<file path="config.mk">
export PLATFORM = sky130hd
export DESIGN_NAME = fifo_handoff_lock_manager
export DESIGN_NICKNAME = d
export VERILOG_FILES = /design/src/hdl/fhlm_pkg.sv /design/src/hdl/fifo_handoff_lock_manager.sv /design/src/hdl/fhlm_ram.sv
export SDC_FILE = /design/constraint.sdc
export NUM_CORES = 1
export LEC_CHECK = 0
export ABC_AREA = 0
export BUFFER_PORTS_ARGS = -buffer_cell sky130_fd_sc_hd__buf_2
export CAP_MARGIN = 10
export CORE_MARGIN = 3
export CORE_UTILIZATION = 60
export CTS_CLUSTER_DIAMETER = 30
export CTS_CLUSTER_SIZE = 40
export DETAILED_ROUTE_END_ITERATION = 16
export HOLD_SLACK_MARGIN = 0.03
export PLACE_DENSITY_LB_ADDON = 0.2
export SYNTH_ARGS = -nofsm -noshare
export SYNTH_HDL_FRONTEND = slang
export SYNTH_SLANG_ARGS = --single-unit
</file>
<file path="constraint.sdc">
create_clock -name clk -period 5.34 [get_ports clk]
set_input_delay 0.267 -clock clk [delete_from_list [all_inputs] [get_ports clk]]
set_output_delay 0.267 -clock clk [all_outputs]
set_load 0.005 [all_outputs]
</file>
<file path="src/hdl/fhlm_pkg.sv">
package fhlm_pkg;

  localparam int NUM_LOCKS = 16;
  localparam int NUM_PROCS = 16;
  localparam int LOCK_W = $clog2(NUM_LOCKS);
  localparam int PROC_W = $clog2(NUM_PROCS);

  // Word layouts of the two state memories.
  localparam int LK_W = PROC_W + PROC_W + PROC_W;   // owner, head, tail
  localparam int PR_W = LOCK_W + PROC_W;            // wait lock, next

  typedef enum logic [2:0] {
    CMD_CREATE  = 3'd0,
    CMD_ACQUIRE = 3'd1,
    CMD_RELEASE = 3'd2,
    CMD_DESTROY = 3'd3,
    CMD_REMOVE  = 3'd4
  } cmd_t;

  localparam logic [1:0] STAT_OK    = 2'd0;
  localparam logic [1:0] STAT_ERR   = 2'd1;
  localparam logic [1:0] STAT_BLOCK = 2'd2;

  typedef enum logic [3:0] {
    S_IDLE,
    S_EXEC,
    S_ACQ2,
    S_POP,
    S_DPOP,
    S_DEND,
    S_RM1,
    S_RMCHK,
    S_RMEND
  } state_t;

endpackage

</file>
<file path="src/hdl/fifo_handoff_lock_manager.sv">
// Lock table with a FIFO wait queue per lock, one command word at a time.
// Create, acquire and plain release give their word from the execute state;
// release with a waiter adds a pop state that hands the lock on, remove reads
// the lock, walks the queue and ends in a final word, and destroy gives one
// word per waiter and a final word. A new command is taken in the idle state
// after the last step; an acquire that joins a non-empty queue adds a link step.
// Synchronous active-low reset clears all flags; memory contents stay undefined.
module fifo_handoff_lock_manager
  import fhlm_pkg::*;
(
  input  logic              clk,
  input  logic              rst_n,
  input  logic              in_valid,
  output logic              in_stall,
  input  logic [2:0]        in_command,
  input  logic [LOCK_W-1:0] in_lock_id,
  input  logic [PROC_W-1:0] in_pid,
  output logic              out_valid,
  input  logic              out_stall,
  output logic [1:0]        out_status,
  output logic [LOCK_W-1:0] out_result_lock,
  output logic              out_woken_valid,
  output logic [PROC_W-1:0] out_woken_pid,
  output logic              out_woken_error,
  output logic              out_last
);

  state_t state_r, state_nxt;

  // Per-lock and per-process flags, cleared at reset.
  logic [NUM_LOCKS-1:0] use_r, use_nxt;
  logic [NUM_LOCKS-1:0] held_r, held_nxt;
  logic [NUM_LOCKS-1:0] ne_r, ne_nxt;
  logic [NUM_PROCS-1:0] wait_r, wait_nxt;
  logic [NUM_PROCS-1:0] nv_r, nv_nxt;

  // Latched command and walk registers.
  logic [2:0]        cmd_r;
  logic [LOCK_W-1:0] lid_r;
  logic [PROC_W-1:0] pid_r;
  logic [PROC_W-1:0] cur_r, cur_nxt;
  logic [LOCK_W-1:0] wl_r, wl_nxt;
  logic [PROC_W-1:0] pnext_r, pnext_nxt;

  // Memory ports.
  logic              lk_we, lk_re, pr_we, pr_re;
  logic [LOCK_W-1:0] lk_wa, lk_ra;
  logic [PROC_W-1:0] pr_wa, pr_ra;
  logic [LK_W-1:0]   lk_wd, lk_rd;
  logic [PR_W-1:0]   pr_wd, pr_rd;
  logic [PROC_W-1:0] q_owner, q_head, q_tail, q_next;
  logic [LOCK_W-1:0] q_wlock;

  // Result word being formed.
  logic              emit;
  logic [1:0]        e_status;
  logic [LOCK_W-1:0] e_lock;
  logic              e_wv;
  logic [PROC_W-1:0] e_wp;
  logic              e_we;
  logic              e_last;
  logic              can_emit;

  // Lowest free slot.
  logic              free_found;
  logic [LOCK_W-1:0] free_idx;

  assign {q_owner, q_head, q_tail} = lk_rd;
  assign {q_wlock, q_next} = pr_rd;
  assign can_emit = !out_valid || !out_stall;
  assign in_stall = (state_r != S_IDLE);

  fhlm_ram #(.WIDTH(LK_W), .DEPTH(NUM_LOCKS)) u_lock_ram (
    .clk(clk), .we(lk_we), .wa(lk_wa), .wd(lk_wd),
    .re(lk_re), .ra(lk_ra), .rd(lk_rd)
  );

  fhlm_ram #(.WIDTH(PR_W), .DEPTH(NUM_PROCS)) u_proc_ram (
    .clk(clk), .we(pr_we), .wa(pr_wa), .wd(pr_wd),
    .re(pr_re), .ra(pr_ra), .rd(pr_rd)
  );

  // Priority search for the lowest slot not in use.
  always_comb begin
    free_found = 1'b0;
    free_idx = '0;
    for (int i = NUM_LOCKS - 1; i >= 0; i--) begin
      if (!use_r[i]) begin
        free_found = 1'b1;
        free_idx = LOCK_W'(i);
      end
    end
  end

  // Sequencer. It never reads a memory in a cycle in which it writes one,
  // so no forwarding is needed between write-back and the next read.
  always_comb begin
    state_nxt = state_r;
    use_nxt = use_r;
    held_nxt = held_r;
    ne_nxt = ne_r;
    wait_nxt = wait_r;
    nv_nxt = nv_r;
    cur_nxt = cur_r;
    wl_nxt = wl_r;
    pnext_nxt = pnext_r;
    lk_we = 1'b0;
    lk_wa = lid_r;
    lk_wd = lk_rd;
    lk_re = 1'b0;
    lk_ra = in_lock_id;
    pr_we = 1'b0;
    pr_wa = pid_r;
    pr_wd = pr_rd;
    pr_re = 1'b0;
    pr_ra = in_pid;
    emit = 1'b0;
    e_status = STAT_OK;
    e_lock = lid_r;
    e_wv = 1'b0;
    e_wp = '0;
    e_we = 1'b0;
    e_last = 1'b1;

    unique case (state_r)
      S_IDLE: begin
        lk_re = in_valid;
        pr_re = in_valid;
        if (in_valid) begin
          state_nxt = S_EXEC;
        end
      end

      S_EXEC: begin
        if (can_emit) begin
          state_nxt = S_IDLE;
          unique case (cmd_r)
            CMD_CREATE: begin
              emit = 1'b1;
              if (free_found) begin
                use_nxt[free_idx] = 1'b1;
                held_nxt[free_idx] = 1'b0;
                ne_nxt[free_idx] = 1'b0;
                e_lock = free_idx;
              end else begin
                e_status = STAT_ERR;
                e_lock = '0;
              end
            end
            CMD_ACQUIRE: begin
              emit = 1'b1;
              if (!use_r[lid_r] || wait_r[pid_r] || (held_r[lid_r] && q_owner == pid_r)) begin
                e_status = STAT_ERR;
              end else if (!held_r[lid_r]) begin
                held_nxt[lid_r] = 1'b1;
                lk_we = 1'b1;
                lk_wd = {pid_r, q_head, q_tail};
              end else begin
                // Queue the caller at the tail.
                e_status = STAT_BLOCK;
                wait_nxt[pid_r] = 1'b1;
                nv_nxt[pid_r] = 1'b0;
                pr_we = 1'b1;
                pr_wa = pid_r;
                pr_wd = {lid_r, {PROC_W{1'b0}}};
                lk_we = 1'b1;
                if (ne_r[lid_r]) begin
                  lk_wd = {q_owner, q_head, pid_r};
                  cur_nxt = q_tail;
                  state_nxt = S_ACQ2;
                end else begin
                  lk_wd = {q_owner, pid_r, pid_r};
                  ne_nxt[lid_r] = 1'b1;
                end
              end
            end
            CMD_RELEASE: begin
              if (!use_r[lid_r] || !held_r[lid_r] || q_owner != pid_r) begin
                emit = 1'b1;
                e_status = STAT_ERR;
              end else if (ne_r[lid_r]) begin
                pr_re = 1'b1;
                pr_ra = q_head;
                state_nxt = S_POP;
              end else begin
                emit = 1'b1;
                held_nxt[lid_r] = 1'b0;
              end
            end
            CMD_DESTROY: begin
              if (!use_r[lid_r]) begin
                emit = 1'b1;
                e_status = STAT_ERR;
              end else if (ne_r[lid_r]) begin
                pr_re = 1'b1;
                pr_ra = q_head;
                cur_nxt = q_head;
                state_nxt = S_DPOP;
              end else begin
                state_nxt = S_DEND;
              end
            end
            CMD_REMOVE: begin
              if (!wait_r[pid_r]) begin
                emit = 1'b1;
                e_status = STAT_ERR;
                e_lock = '0;
                nv_nxt[pid_r] = 1'b0;
              end else begin
                lk_re = 1'b1;
                lk_ra = q_wlock;
                wl_nxt = q_wlock;
                pnext_nxt = q_next;
                state_nxt = S_RM1;
              end
            end
            default: begin
              emit = 1'b1;
              e_status = STAT_ERR;
              e_lock = '0;
            end
          endcase
        end
      end

      // Link the old tail to the newly queued process.
      S_ACQ2: begin
        pr_we = 1'b1;
        pr_wa = cur_r;
        pr_wd = {lid_r, pid_r};
        nv_nxt[cur_r] = 1'b1;
        state_nxt = S_IDLE;
      end

      // Hand the lock to the head waiter.
      S_POP: begin
        if (can_emit) begin
          emit = 1'b1;
          e_wv = 1'b1;
          e_wp = q_head;
          lk_we = 1'b1;
          if (nv_r[q_head]) begin
            lk_wd = {q_head, q_next, q_tail};
          end else begin
            lk_wd = {q_head, q_head, q_tail};
            ne_nxt[lid_r] = 1'b0;
          end
          nv_nxt[q_head] = 1'b0;
          wait_nxt[q_head] = 1'b0;
          state_nxt = S_IDLE;
        end
      end

      // Wake one waiter of a destroyed lock per word.
      S_DPOP: begin
        if (can_emit) begin
          emit = 1'b1;
          e_wv = 1'b1;
          e_wp = cur_r;
          e_we = 1'b1;
          e_last = 1'b0;
          nv_nxt[cur_r] = 1'b0;
          wait_nxt[cur_r] = 1'b0;
          if (nv_r[cur_r]) begin
            pr_re = 1'b1;
            pr_ra = q_next;
            cur_nxt = q_next;
          end else begin
            state_nxt = S_DEND;
          end
        end
      end

      S_DEND: begin
        if (can_emit) begin
          emit = 1'b1;
          ne_nxt[lid_r] = 1'b0;
          held_nxt[lid_r] = 1'b0;
          use_nxt[lid_r] = 1'b0;
          state_nxt = S_IDLE;
        end
      end

      // Remove: the process is at the head, or the walk starts there.
      S_RM1: begin
        if (!ne_r[wl_r]) begin
          state_nxt = S_RMEND;
        end else if (q_head == pid_r) begin
          if (nv_r[pid_r]) begin
            lk_we = 1'b1;
            lk_wa = wl_r;
            lk_wd = {q_owner, pnext_r, q_tail};
          end else begin
            ne_nxt[wl_r] = 1'b0;
          end
          state_nxt = S_RMEND;
        end else begin
          pr_re = 1'b1;
          pr_ra = q_head;
          cur_nxt = q_head;
          state_nxt = S_RMCHK;
        end
      end

      // Walk the queue one entry a cycle, looking for the predecessor.
      S_RMCHK: begin
        if (!nv_r[cur_r]) begin
          state_nxt = S_RMEND;
        end else if (q_next == pid_r) begin
          if (nv_r[pid_r]) begin
            pr_we = 1'b1;
            pr_wa = cur_r;
            pr_wd = {q_wlock, pnext_r};
          end else begin
            nv_nxt[cur_r] = 1'b0;
            lk_we = 1'b1;
            lk_wa = wl_r;
            lk_wd = {q_owner, q_head, cur_r};
          end
          state_nxt = S_RMEND;
        end else begin
          pr_re = 1'b1;
          pr_ra = q_next;
          cur_nxt = q_next;
        end
      end

      S_RMEND: begin
        if (can_emit) begin
          emit = 1'b1;
          e_lock = wl_r;
          nv_nxt[pid_r] = 1'b0;
          wait_nxt[pid_r] = 1'b0;
          state_nxt = S_IDLE;
        end
      end

      default: begin
        state_nxt = S_IDLE;
      end
    endcase
  end

  // Control state.
  always_ff @(posedge clk) begin
    if (!rst_n) begin
      state_r <= S_IDLE;
      use_r <= '0;
      held_r <= '0;
      ne_r <= '0;
      wait_r <= '0;
      nv_r <= '0;
      out_valid <= 1'b0;
    end else begin
      state_r <= state_nxt;
      use_r <= use_nxt;
      held_r <= held_nxt;
      ne_r <= ne_nxt;
      wait_r <= wait_nxt;
      nv_r <= nv_nxt;
      if (emit) begin
        out_valid <= 1'b1;
      end else if (!out_stall) begin
        out_valid <= 1'b0;
      end
    end
  end

  // Payload registers.
  always_ff @(posedge clk) begin
    if (state_r == S_IDLE && in_valid) begin
      cmd_r <= in_command;
      lid_r <= in_lock_id;
      pid_r <= in_pid;
    end
    cur_r <= cur_nxt;
    wl_r <= wl_nxt;
    pnext_r <= pnext_nxt;
    if (emit) begin
      out_status <= e_status;
      out_result_lock <= e_lock;
      out_woken_valid <= e_wv;
      out_woken_pid <= e_wp;
      out_woken_error <= e_we;
      out_last <= e_last;
    end
  end

endmodule

</file>
<file path="src/hdl/fhlm_ram.sv">
module fhlm_ram #(
  parameter int WIDTH = 8,
  parameter int DEPTH = 16
) (
  input  logic                     clk,
  input  logic                     we,
  input  logic [$clog2(DEPTH)-1:0] wa,
  input  logic [WIDTH-1:0]         wd,
  input  logic                     re,
  input  logic [$clog2(DEPTH)-1:0] ra,
  output logic [WIDTH-1:0]         rd
);

  logic [WIDTH-1:0] mem [DEPTH];

  // One write port, one registered read port that holds its word between reads.
  always_ff @(posedge clk) begin
    if (we) begin
      mem[wa] <= wd;
    end
    if (re) begin
      rd <= mem[ra];
    end
  end

endmodule

</file>
==> results of run 1 <==
-- logic make-up (layout without fill, tap and decap cells) --
logic type,count (synthesis),count (layout),synth area share
simple gates,610,610,0.129
xor+xnor,12,12,0.00471
mux,122,122,0.102
flops,461,461,0.582
buf+inv,163,308,0.0289
compound gates,500,500,0.154
-- area by class of cell --
cell class / instances / area share
sequential: 461 / 0.491
clock inverter: 66 / 0.0296
timing repair buffer: 111 / 0.0307
multi-input combinational: 1244 / 0.332
clock buffer: 104 / 0.0910
inverter: 27 / 0.00383
tap: 468 / 0.0221
-- worst max path at each step --
| stage | from | to | depth (start not counted) |
|---|---|---|---|
| 2_1_floorplan | pid_r[1]$_DFFE_PP_ | u_lock_ram.mem[8][0]$_DFFE_PP_ | 9 |
| 3_3_place_gp | cur_r[0]$_DFFE_PP_ | u_proc_ram.rd[1]$_DFFE_PP_ | 10 |
| 3_5_place_dp | lid_r[2]$_DFFE_PP_ | u_proc_ram.rd[2]$_DFFE_PP_ | 9 |
| 4_1_cts | lid_r[2]$_DFFE_PP_ | u_proc_ram.rd[2]$_DFFE_PP_ | 9 |
| 5_1_grt | cur_r[0]$_DFFE_PP_ | u_proc_ram.rd[6]$_DFFE_PP_ | 10 |
| 6_report | lid_r[2]$_DFFE_PP_ | u_proc_ram.rd[4]$_DFFE_PP_ | 10 |
-- per-layer routing --
layer | routed length [um] | vias to the layer above | track usage | part of all wire
li1 | - | 7468 | - | -
met1 | 24500 | 8403 | 0.452 | 0.38
met2 | 30300 | 1371 | 0.517 | 0.47
met3 | 7070 | 289 | 0.0678 | 0.11
met4 | 3280 | 0 | 0.150 | 0.050
met5 | 0 | - | 0 | 0
-- power by group through the flow --
stage,clock [mW],sequential (mW),combinational (mW)
CTS,5.81,4.09,0.680
finish,5.76,4.09,0.702
detailed placement,0,4.16,0.662
global route,5.99,4.09,0.744
global placement,0,4.15,0.649
floorplan,0,4.10,0.450
-- flip-flops by register name, indices dropped and copies added, names as in the netlist, 8 cells and up --
name and count:
u_lock_ram.mem 192, u_proc_ram.mem 128, held_r 16, ne_r 16
nv_r 16, use_r 16, wait_r 16, u_lock_ram.rd 12
u_proc_ram.rd 8
-- repair_timing --
| action | in CTS | in global routing |
|---|---|---|
| resized for setup | 0 | 0 |
| hold endpoints to repair | 11 | 0 |
| hold buffers | 11 | 0 |
-- synthesized netlist by cell type, types with 8 or more instances --
cell      instances
edfxtp_1        376
nor2_1          186
nand2_1         156
clkbuf_1        100
o21ai_0          90
dfxtp_1          85
mux4_2           83
a21oi_1          67
a211oi_1         62
nor2b_1          58
nor3_1           58
a21boi_0         45
o22ai_1          35
a22oi_1          33
nand2b_1         31
nand3_1          31
mux2i_1          30
a31oi_1          28
inv_1            27
nor4_1           27
buf_2            24
o31ai_1          24
a22o_1           18
a221o_1          14
and2_1           13
a222oi_1         11
buf_1            11
o221ai_1         11
or4_1            11
o311ai_0         10
mux2_2            9
nand4_1           8
or3_1             8
xnor2_1           8
-- metrics by stage --
stage / power [mW] / cells
2_1_floorplan: 4.55 / 1868
3_3_place_gp: 4.80 / 2299
3_5_place_dp: 4.82 / 2299
4_1_cts: 10.6 / 2480
5_1_grt: 10.8 / 2481
6_report: 10.6 / 2481
-- worst register-to-register path: cells and delay by family, from the launching register on --
family | cells | cell delay, ns
muxes | 1 | 0.62
AOI/OAI and AO/OA | 5 | 1.73
DFF | 1 | 1.04
and+or+nand+nor | 4 | 1.49
==> metrics.txt, run 1 <==
# TYPE chip_impl_metric gauge
chip_impl_info{name="run_status",value="finished clean"} 1
chip_impl_metric{name="max-clock-path-buffers",unit=""} 3
chip_impl_metric{name="r2r_setup_slack",unit="ns"} 0.24
chip_impl_metric{name="grt_first_pass_wirelength",unit="mm"} 100
chip_impl_metric{name="ff_latch_area",unit="um2"} 13000
chip_impl_metric{name="dpl_cell_area",unit="um2"} 23100
chip_impl_metric{name="required_time_at_the_endpoint_of_the_critical_path",unit="ns"} 5.71
chip_impl_metric{name="timing.final.ws_setup",unit="ns"} 0.236
chip_impl_metric{name="cellInternalPower",unit="mW"} 7.97
chip_impl_metric{name="syn_inst",unit=""} 1868
chip_impl_metric{name="grt_overflow",unit=""} 0
chip_impl_metric{name="dieArea",unit="um2"} 39600
chip_impl_metric{name="power_switching",unit="mW"} 2.59
chip_impl_info{name="rr_startpoint",value="lid_r[2]$_DFFE_PP_"} 1
chip_impl_metric{name="worst_ep_arrival_time",unit="ns"} 5.48
chip_impl_metric{name="first_global_vias",unit=""} 16900
chip_impl_info{name="whs_endpoint",value="cmd_r[2]$_DFFE_PP_"} 1
chip_impl_metric{name="timing.hold.ws",unit="ns"} 0.380
chip_impl_metric{name="fmaxAchievable",unit="MHz"} 196
chip_impl_metric{name="finalCritPeriodShare",unit=""} 0.956
chip_impl_metric{name="globalplace.congestion",unit=""} 0.972
chip_impl_info{name="tritoncts",value="done"} 1
chip_impl_metric{name="power_leakage",unit="nW"} 8.81
chip_impl_info{name="cts_root_buf",value="clkbuf_16"} 1
chip_impl_metric{name="asyncSetResetFlopFracSynth",unit=""} 0
chip_impl_metric{name="avgRoutedWirePerCell",unit="um"} 26.2
chip_impl_metric{name="combPwrFrac",unit=""} 0.066
chip_impl_metric{name="path_buf_inv",unit=""} 0
chip_impl_metric{name="report.final.slew_viol_count",unit=""} 0
chip_impl_metric{name="maxSlewHeadroom",unit=""} 0.179
chip_impl_info{name="setup_repair_after_global_routing_missed_its_margin",value="no"} 1
chip_impl_metric{name="antenna_left",unit=""} 0
chip_impl_metric{name="dr_total_vias",unit=""} 17500
chip_impl_metric{name="synthesis.yosys.warnings",unit=""} 0
chip_impl_metric{name="ir_drop",unit="mV"} 0.322
chip_impl_metric{name="synth_edf_count",unit=""} 376
chip_impl_metric{name="setup_total_negative_slack",unit="ns"} 0
chip_impl_metric{name="clock-sinks",unit=""} 461
chip_impl_info{name="postSynth.topFlopCell",value="edfxtp_1"} 1
chip_impl_metric{name="final_design_area_no_fill",unit="um2"} 26500
chip_impl_metric{name="multi_input_comb_area",unit="um2"} 8770
chip_impl_metric{name="post_synth_num_cell_types",unit=""} 63
chip_impl_info{name="commonest_non_fill_non_tap_cell_in_the_layout",value="edfxtp_1"} 1
chip_impl_metric{name="post_synth.cell_area_avg",unit="um2"} 12.0
chip_impl_metric{name="grt_max_degree",unit=""} 96
chip_impl_metric{name="max_capacitance_violation_count",unit=""} 0
chip_impl_metric{name="final.setup_skew",unit="ns"} 0.0451
chip_impl_metric{name="grt_antenna_before_repair",unit=""} 1
chip_impl_metric{name="areaGrowthSynthToFinish",unit="%"} 18.5
chip_impl_metric{name="worst_pin_slew",unit="ns"} 1.22
chip_impl_metric{name="register_share_of_total_power",unit=""} 0.388
chip_impl_metric{name="cts_buffers",unit=""} 93
chip_impl_metric{name="period_needed",unit="ns"} 5.10
chip_impl_metric{name="routed_wl",unit="mm"} 65.1
chip_impl_metric{name="dp_hpwl",unit="mm"} 39.8
chip_impl_metric{name="core",unit="um2"} 36600
chip_impl_metric{name="cts_setup_buffers",unit=""} 0
chip_impl_info{name="hp-start",value="in_command[2]"} 1
chip_impl_metric{name="io_buffers",unit=""} 29
chip_impl_metric{name="grt.total_usage",unit=""} 0.330
chip_impl_metric{name="die_x",unit="um"} 199
chip_impl_info{name="critPathKind",value="flop to flop"} 1
chip_impl_metric{name="placement.setup.worst_slack",unit="ns"} 0.433
chip_impl_metric{name="num_rows",unit=""} 70
chip_impl_metric{name="finalHoldViolCount",unit=""} 0
chip_impl_metric{name="drt-vias-per-instance",unit=""} 7.07
chip_impl_metric{name="final_core_utilization",unit=""} 0.723
chip_impl_metric{name="power_density",unit="nW/um2"} 399
chip_impl_metric{name="synth_top_cell_area_share",unit=""} 0.506
chip_impl_metric{name="htreeDepth",unit=""} 3
chip_impl_metric{name="mappedNetlistArea",unit="um2"} 22300
chip_impl_metric{name="drc",unit=""} 0
chip_impl_metric{name="antennaDiodeCount",unit=""} 0
chip_impl_info{name="timing.rr.end",value="u_proc_ram.rd[4]$_DFFE_PP_"} 1
chip_impl_metric{name="initial_utilization",unit=""} 0.610
chip_impl_metric{name="hold-path-cell-count",unit=""} 2
chip_impl_info{name="critical_path.cell_chain",value="mux4_2, a22o_1, o21ba_2, o2111ai_1, o21bai_1, a222oi_1, nand2_1, nor2_1, nor4_1, or4_1"} 1
chip_impl_metric{name="nNetsFinal",unit=""} 1953
chip_impl_info{name="synthTopCellsByArea",value="edfxtp_1 (51%), mux4_2 (8.4%), dfxtp_1 (7.6%)"} 1
chip_impl_metric{name="worstSkewPairLatency",unit="ns"} 0.64
chip_impl_metric{name="fp.dieH",unit="um"} 199
chip_impl_info{name="critical_path.startpoint_type",value="flop"} 1
chip_impl_metric{name="pwr-share-clk",unit=""} 0.546
chip_impl_metric{name="worst-r2r-cell-count",unit=""} 10
chip_impl_metric{name="peak_per_stage_delay_on_the_critical_path",unit="ns"} 1.04
chip_impl_info{name="yosys.area.top_type",value="edfxtp_1"} 1
chip_impl_metric{name="cp_max_fo",unit=""} 23
chip_impl_metric{name="synthesis.nets",unit=""} 1883
chip_impl_metric{name="share_of_cells_above_drive_strength_1",unit=""} 0.181
chip_impl_metric{name="yosysSeqAreaShare",unit=""} 0.582
chip_impl_info{name="cpLargestDelayFamily",value="compound AO/OA/AOI/OAI gates"} 1
chip_impl_metric{name="detailedRoute.firstIterationViolations",unit=""} 2566
chip_impl_info{name="hold_path.class",value="primary input to flop"} 1
chip_impl_metric{name="layout.filler_cells",unit=""} 2372
chip_impl_metric{name="synth-seq-cells",unit=""} 461
chip_impl_metric{name="floorplan.io_pins",unit=""} 30
chip_impl_metric{name="finalSetupViolations",unit=""} 0
chip_impl_metric{name="drtPass1Iterations",unit=""} 14
chip_impl_info{name="cell_with_the_biggest_individual_delay_on_the_critical_path",value="edfxtp_1"} 1
chip_impl_metric{name="switching_share",unit=""} 0.245
chip_impl_info{name="setup.worst_path.end_class",value="flop"} 1
chip_impl_metric{name="cts.clk_slew.worst_paths",unit="ns"} 0.05
chip_impl_info{name="most-common-layout-cells",value="edfxtp_1 (376), nor2_1 (186), nand2_1 (156), clkbuf_16 (93), o21ai_0 (87)"} 1
Power figures use the tool's default switching activity.
==> run 2: changes to the inputs <==
--- a/config.mk
+++ b/config.mk
@@ -15,6 +15,7 @@
 export DETAILED_ROUTE_END_ITERATION = 16
 export HOLD_SLACK_MARGIN = 0.03
 export PLACE_DENSITY_LB_ADDON = 0.2
+export REMOVE_ABC_BUFFERS = 1
 export SYNTH_ARGS = -nofsm -noshare
 export SYNTH_HDL_FRONTEND = slang
 export SYNTH_SLANG_ARGS = --single-unit
==> metrics.txt, run 2 (synthesized netlist as in run 1, its figures left out) <==
# TYPE chip_impl_metric gauge
chip_impl_info{name="run_status",value="finished clean"} 1
chip_impl_info{name="hold_path.class",value="primary input to flop"} 1
chip_impl_metric{name="grt_first_pass_wirelength",unit="mm"} 104
chip_impl_metric{name="required_time_at_the_endpoint_of_the_critical_path",unit="ns"} 5.67
chip_impl_metric{name="finalHoldViolCount",unit=""} 0
chip_impl_metric{name="worstSkewPairLatency",unit="ns"} 0.61
chip_impl_metric{name="dr_total_vias",unit=""} 17800
chip_impl_metric{name="largest_reg_flops",unit=""} 192
chip_impl_metric{name="worst_ep_arrival_time",unit="ns"} 5.08
chip_impl_metric{name="pwr-share-clk",unit=""} 0.553
chip_impl_metric{name="power",unit="mW"} 10.7
chip_impl_metric{name="htreeDepth",unit=""} 3
chip_impl_info{name="commonest_non_fill_non_tap_cell_in_the_layout",value="edfxtp_1"} 1
chip_impl_metric{name="areaGrowthSynthToFinish",unit="%"} 19.0
chip_impl_metric{name="share_of_cells_above_drive_strength_1",unit=""} 0.186
chip_impl_metric{name="layout.filler_cells",unit=""} 2417
chip_impl_metric{name="power_leakage",unit="nW"} 8.89
chip_impl_metric{name="fmaxAchievable",unit="MHz"} 211
chip_impl_metric{name="core",unit="um2"} 36600
chip_impl_metric{name="grt_antenna_before_repair",unit=""} 0
chip_impl_info{name="tritoncts",value="done"} 1
chip_impl_metric{name="ir_drop",unit="mV"} 0.309
chip_impl_metric{name="cts.clk_slew.worst_paths",unit="ns"} 0.05
chip_impl_info{name="largest-register",value="u_lock_ram.mem"} 1
chip_impl_metric{name="drt-vias-per-instance",unit=""} 7.14
chip_impl_metric{name="timing.hold.ws",unit="ns"} 0.319
chip_impl_metric{name="register_share_of_total_power",unit=""} 0.381
chip_impl_metric{name="drc",unit=""} 0
chip_impl_info{name="setup.worst_path.end_class",value="flop"} 1
chip_impl_metric{name="combPwrFrac",unit=""} 0.066
chip_impl_metric{name="floorplan.io_pins",unit=""} 30
chip_impl_metric{name="cellInternalPower",unit="mW"} 8.12
chip_impl_metric{name="cts_buffers",unit=""} 90
chip_impl_metric{name="num_rows",unit=""} 70
chip_impl_metric{name="dieArea",unit="um2"} 39600
chip_impl_info{name="critical_path.startpoint_type",value="flop"} 1
chip_impl_info{name="cts_root_buf",value="clkbuf_16"} 1
chip_impl_metric{name="final.setup_skew",unit="ns"} 0.0195
chip_impl_metric{name="grt_max_degree",unit=""} 96
chip_impl_metric{name="antenna_left",unit=""} 0
chip_impl_info{name="layout_top_registers",value="u_lock_ram.mem: 192 flops, u_proc_ram.mem: 128 flops"} 1
chip_impl_metric{name="cp_max_fo",unit=""} 55
chip_impl_metric{name="fp.dieH",unit="um"} 199
chip_impl_metric{name="globalplace.congestion",unit=""} 0.986
chip_impl_info{name="critPathKind",value="flop to flop"} 1
chip_impl_metric{name="nNetsFinal",unit=""} 1961
chip_impl_metric{name="max_capacitance_violation_count",unit=""} 0
chip_impl_metric{name="worst_pin_slew",unit="ns"} 1.17
chip_impl_metric{name="grt.total_usage",unit=""} 0.346
chip_impl_metric{name="finalSetupViolations",unit=""} 0
chip_impl_metric{name="grt_overflow",unit=""} 0
chip_impl_metric{name="finalCritPeriodShare",unit=""} 0.889
chip_impl_metric{name="report.final.slew_viol_count",unit=""} 0
chip_impl_metric{name="max-clock-path-buffers",unit=""} 3
chip_impl_metric{name="antennaDiodeCount",unit=""} 0
chip_impl_metric{name="avgRoutedWirePerCell",unit="um"} 27.2
chip_impl_metric{name="initial_utilization",unit=""} 0.610
chip_impl_metric{name="drtPass1Iterations",unit=""} 7
chip_impl_info{name="most-common-layout-cells",value="edfxtp_1 (376), nor2_1 (186), nand2_1 (156), clkbuf_16 (93), o21ai_0 (88)"} 1
chip_impl_metric{name="power_switching",unit="mW"} 2.61
chip_impl_metric{name="die_x",unit="um"} 199
chip_impl_metric{name="r2r_setup_slack",unit="ns"} 0.59
chip_impl_metric{name="first_global_vias",unit=""} 17200
chip_impl_metric{name="cts_setup_buffers",unit=""} 0
chip_impl_metric{name="detailedRoute.firstIterationViolations",unit=""} 2863
chip_impl_metric{name="period_needed",unit="ns"} 4.75
chip_impl_metric{name="dp_hpwl",unit="mm"} 41.7
chip_impl_metric{name="io_buffers",unit=""} 29
chip_impl_info{name="setup_repair_after_global_routing_missed_its_margin",value="no"} 1
chip_impl_metric{name="clock-sinks",unit=""} 461
chip_impl_metric{name="routed_wl",unit="mm"} 67.8
chip_impl_metric{name="switching_share",unit=""} 0.243
chip_impl_metric{name="maxSlewHeadroom",unit=""} 0.221
chip_impl_metric{name="power_density",unit="nW/um2"} 404
[run 2: cell count changes in the layout (fill, tap and decap cells not counted), sizes merged]
cell	delta
buf	+11
bufinv	+4
clkinvlp	+3
clkinv	-14
inv	+11
clkbuf	-5
[run 2: cell type report]
| type | instances | area, um2 | area share |
|---|---|---|---|
| clock buffers | 99 | 2350 | 0.0884 |
| well taps | 468 | 586 | 0.0220 |
| flip-flops and latches | 461 | 13000 | 0.489 |
| multi-input cells | 1244 | 8770 | 0.330 |
| inverters | 27 | 101 | 0.00381 |
| repair buffers | 122 | 908 | 0.0342 |
| clock inverters | 70 | 875 | 0.0329 |
[run 2: repair_timing]
action,in CTS,in global routing
hold buffers,11,0
hold endpoints to repair,11,0
resized for setup,0,0
[run 2: layer usage]
layer	GRT usage	up-vias	part of all wire	wire length [um]
li1	-	7488	-	-
met1	0.480	8594	0.37	25300
met2	0.542	1447	0.47	31600
met3	0.0716	252	0.12	8120
met4	0.138	0	0.040	2740
met5	0	-	0	0
[run 2: final timing paths]
kind | from | to | cells past startpoint
worst max-delay path | cur_r[0]$_DFFE_PP_ | u_proc_ram.rd[3]$_DFFE_PP_ | 11
worst min-delay path | out_stall | out_valid$_SDFFE_PN0P_ | 4
worst min register to register | wait_r[5]$_SDFFE_PN0P_ | wait_r[5]$_SDFFE_PN0P_ | 2
worst max register to register | cur_r[0]$_DFFE_PP_ | u_proc_ram.rd[3]$_DFFE_PP_ | 11
[run 2: stage by stage]
step                TNS [ns]  utilization  std cells  area [um2]  setup slack (ns)
floorplan             -49.95            -       1732       21800             -2.87
global placement           0        0.635       2311       23200             0.723
detailed placement         0        0.635       2311       23200             0.650
CTS                        0        0.726       2491       26600             0.642
global route               0        0.726       2491       26600             0.341
finish                     0        0.726       2491       26600             0.592
[run 2: power groups by stage]
stage / sequential [mW] / clock, mW / combinational [mW]
floorplan: 4.14 / 0 / 0.393
global placement: 4.16 / 0 / 0.661
detailed placement: 4.16 / 0 / 0.674
CTS: 4.09 / 5.98 / 0.688
global route: 4.09 / 6.17 / 0.752
finish: 4.09 / 5.93 / 0.709
[run 2: worst max-delay path, cell delays in order (launching register included)]
cell      delay, ns
edfxtp_1       0.82
mux4_2         0.59
a22oi_1        0.28
and2_1         0.24
a21oi_1        0.14
a222oi_1       0.39
o221a_4        0.53
buf_12         0.33
nor2b_1        0.08
a211oi_1       0.39
a211oi_1       0.11
or4_1          0.54
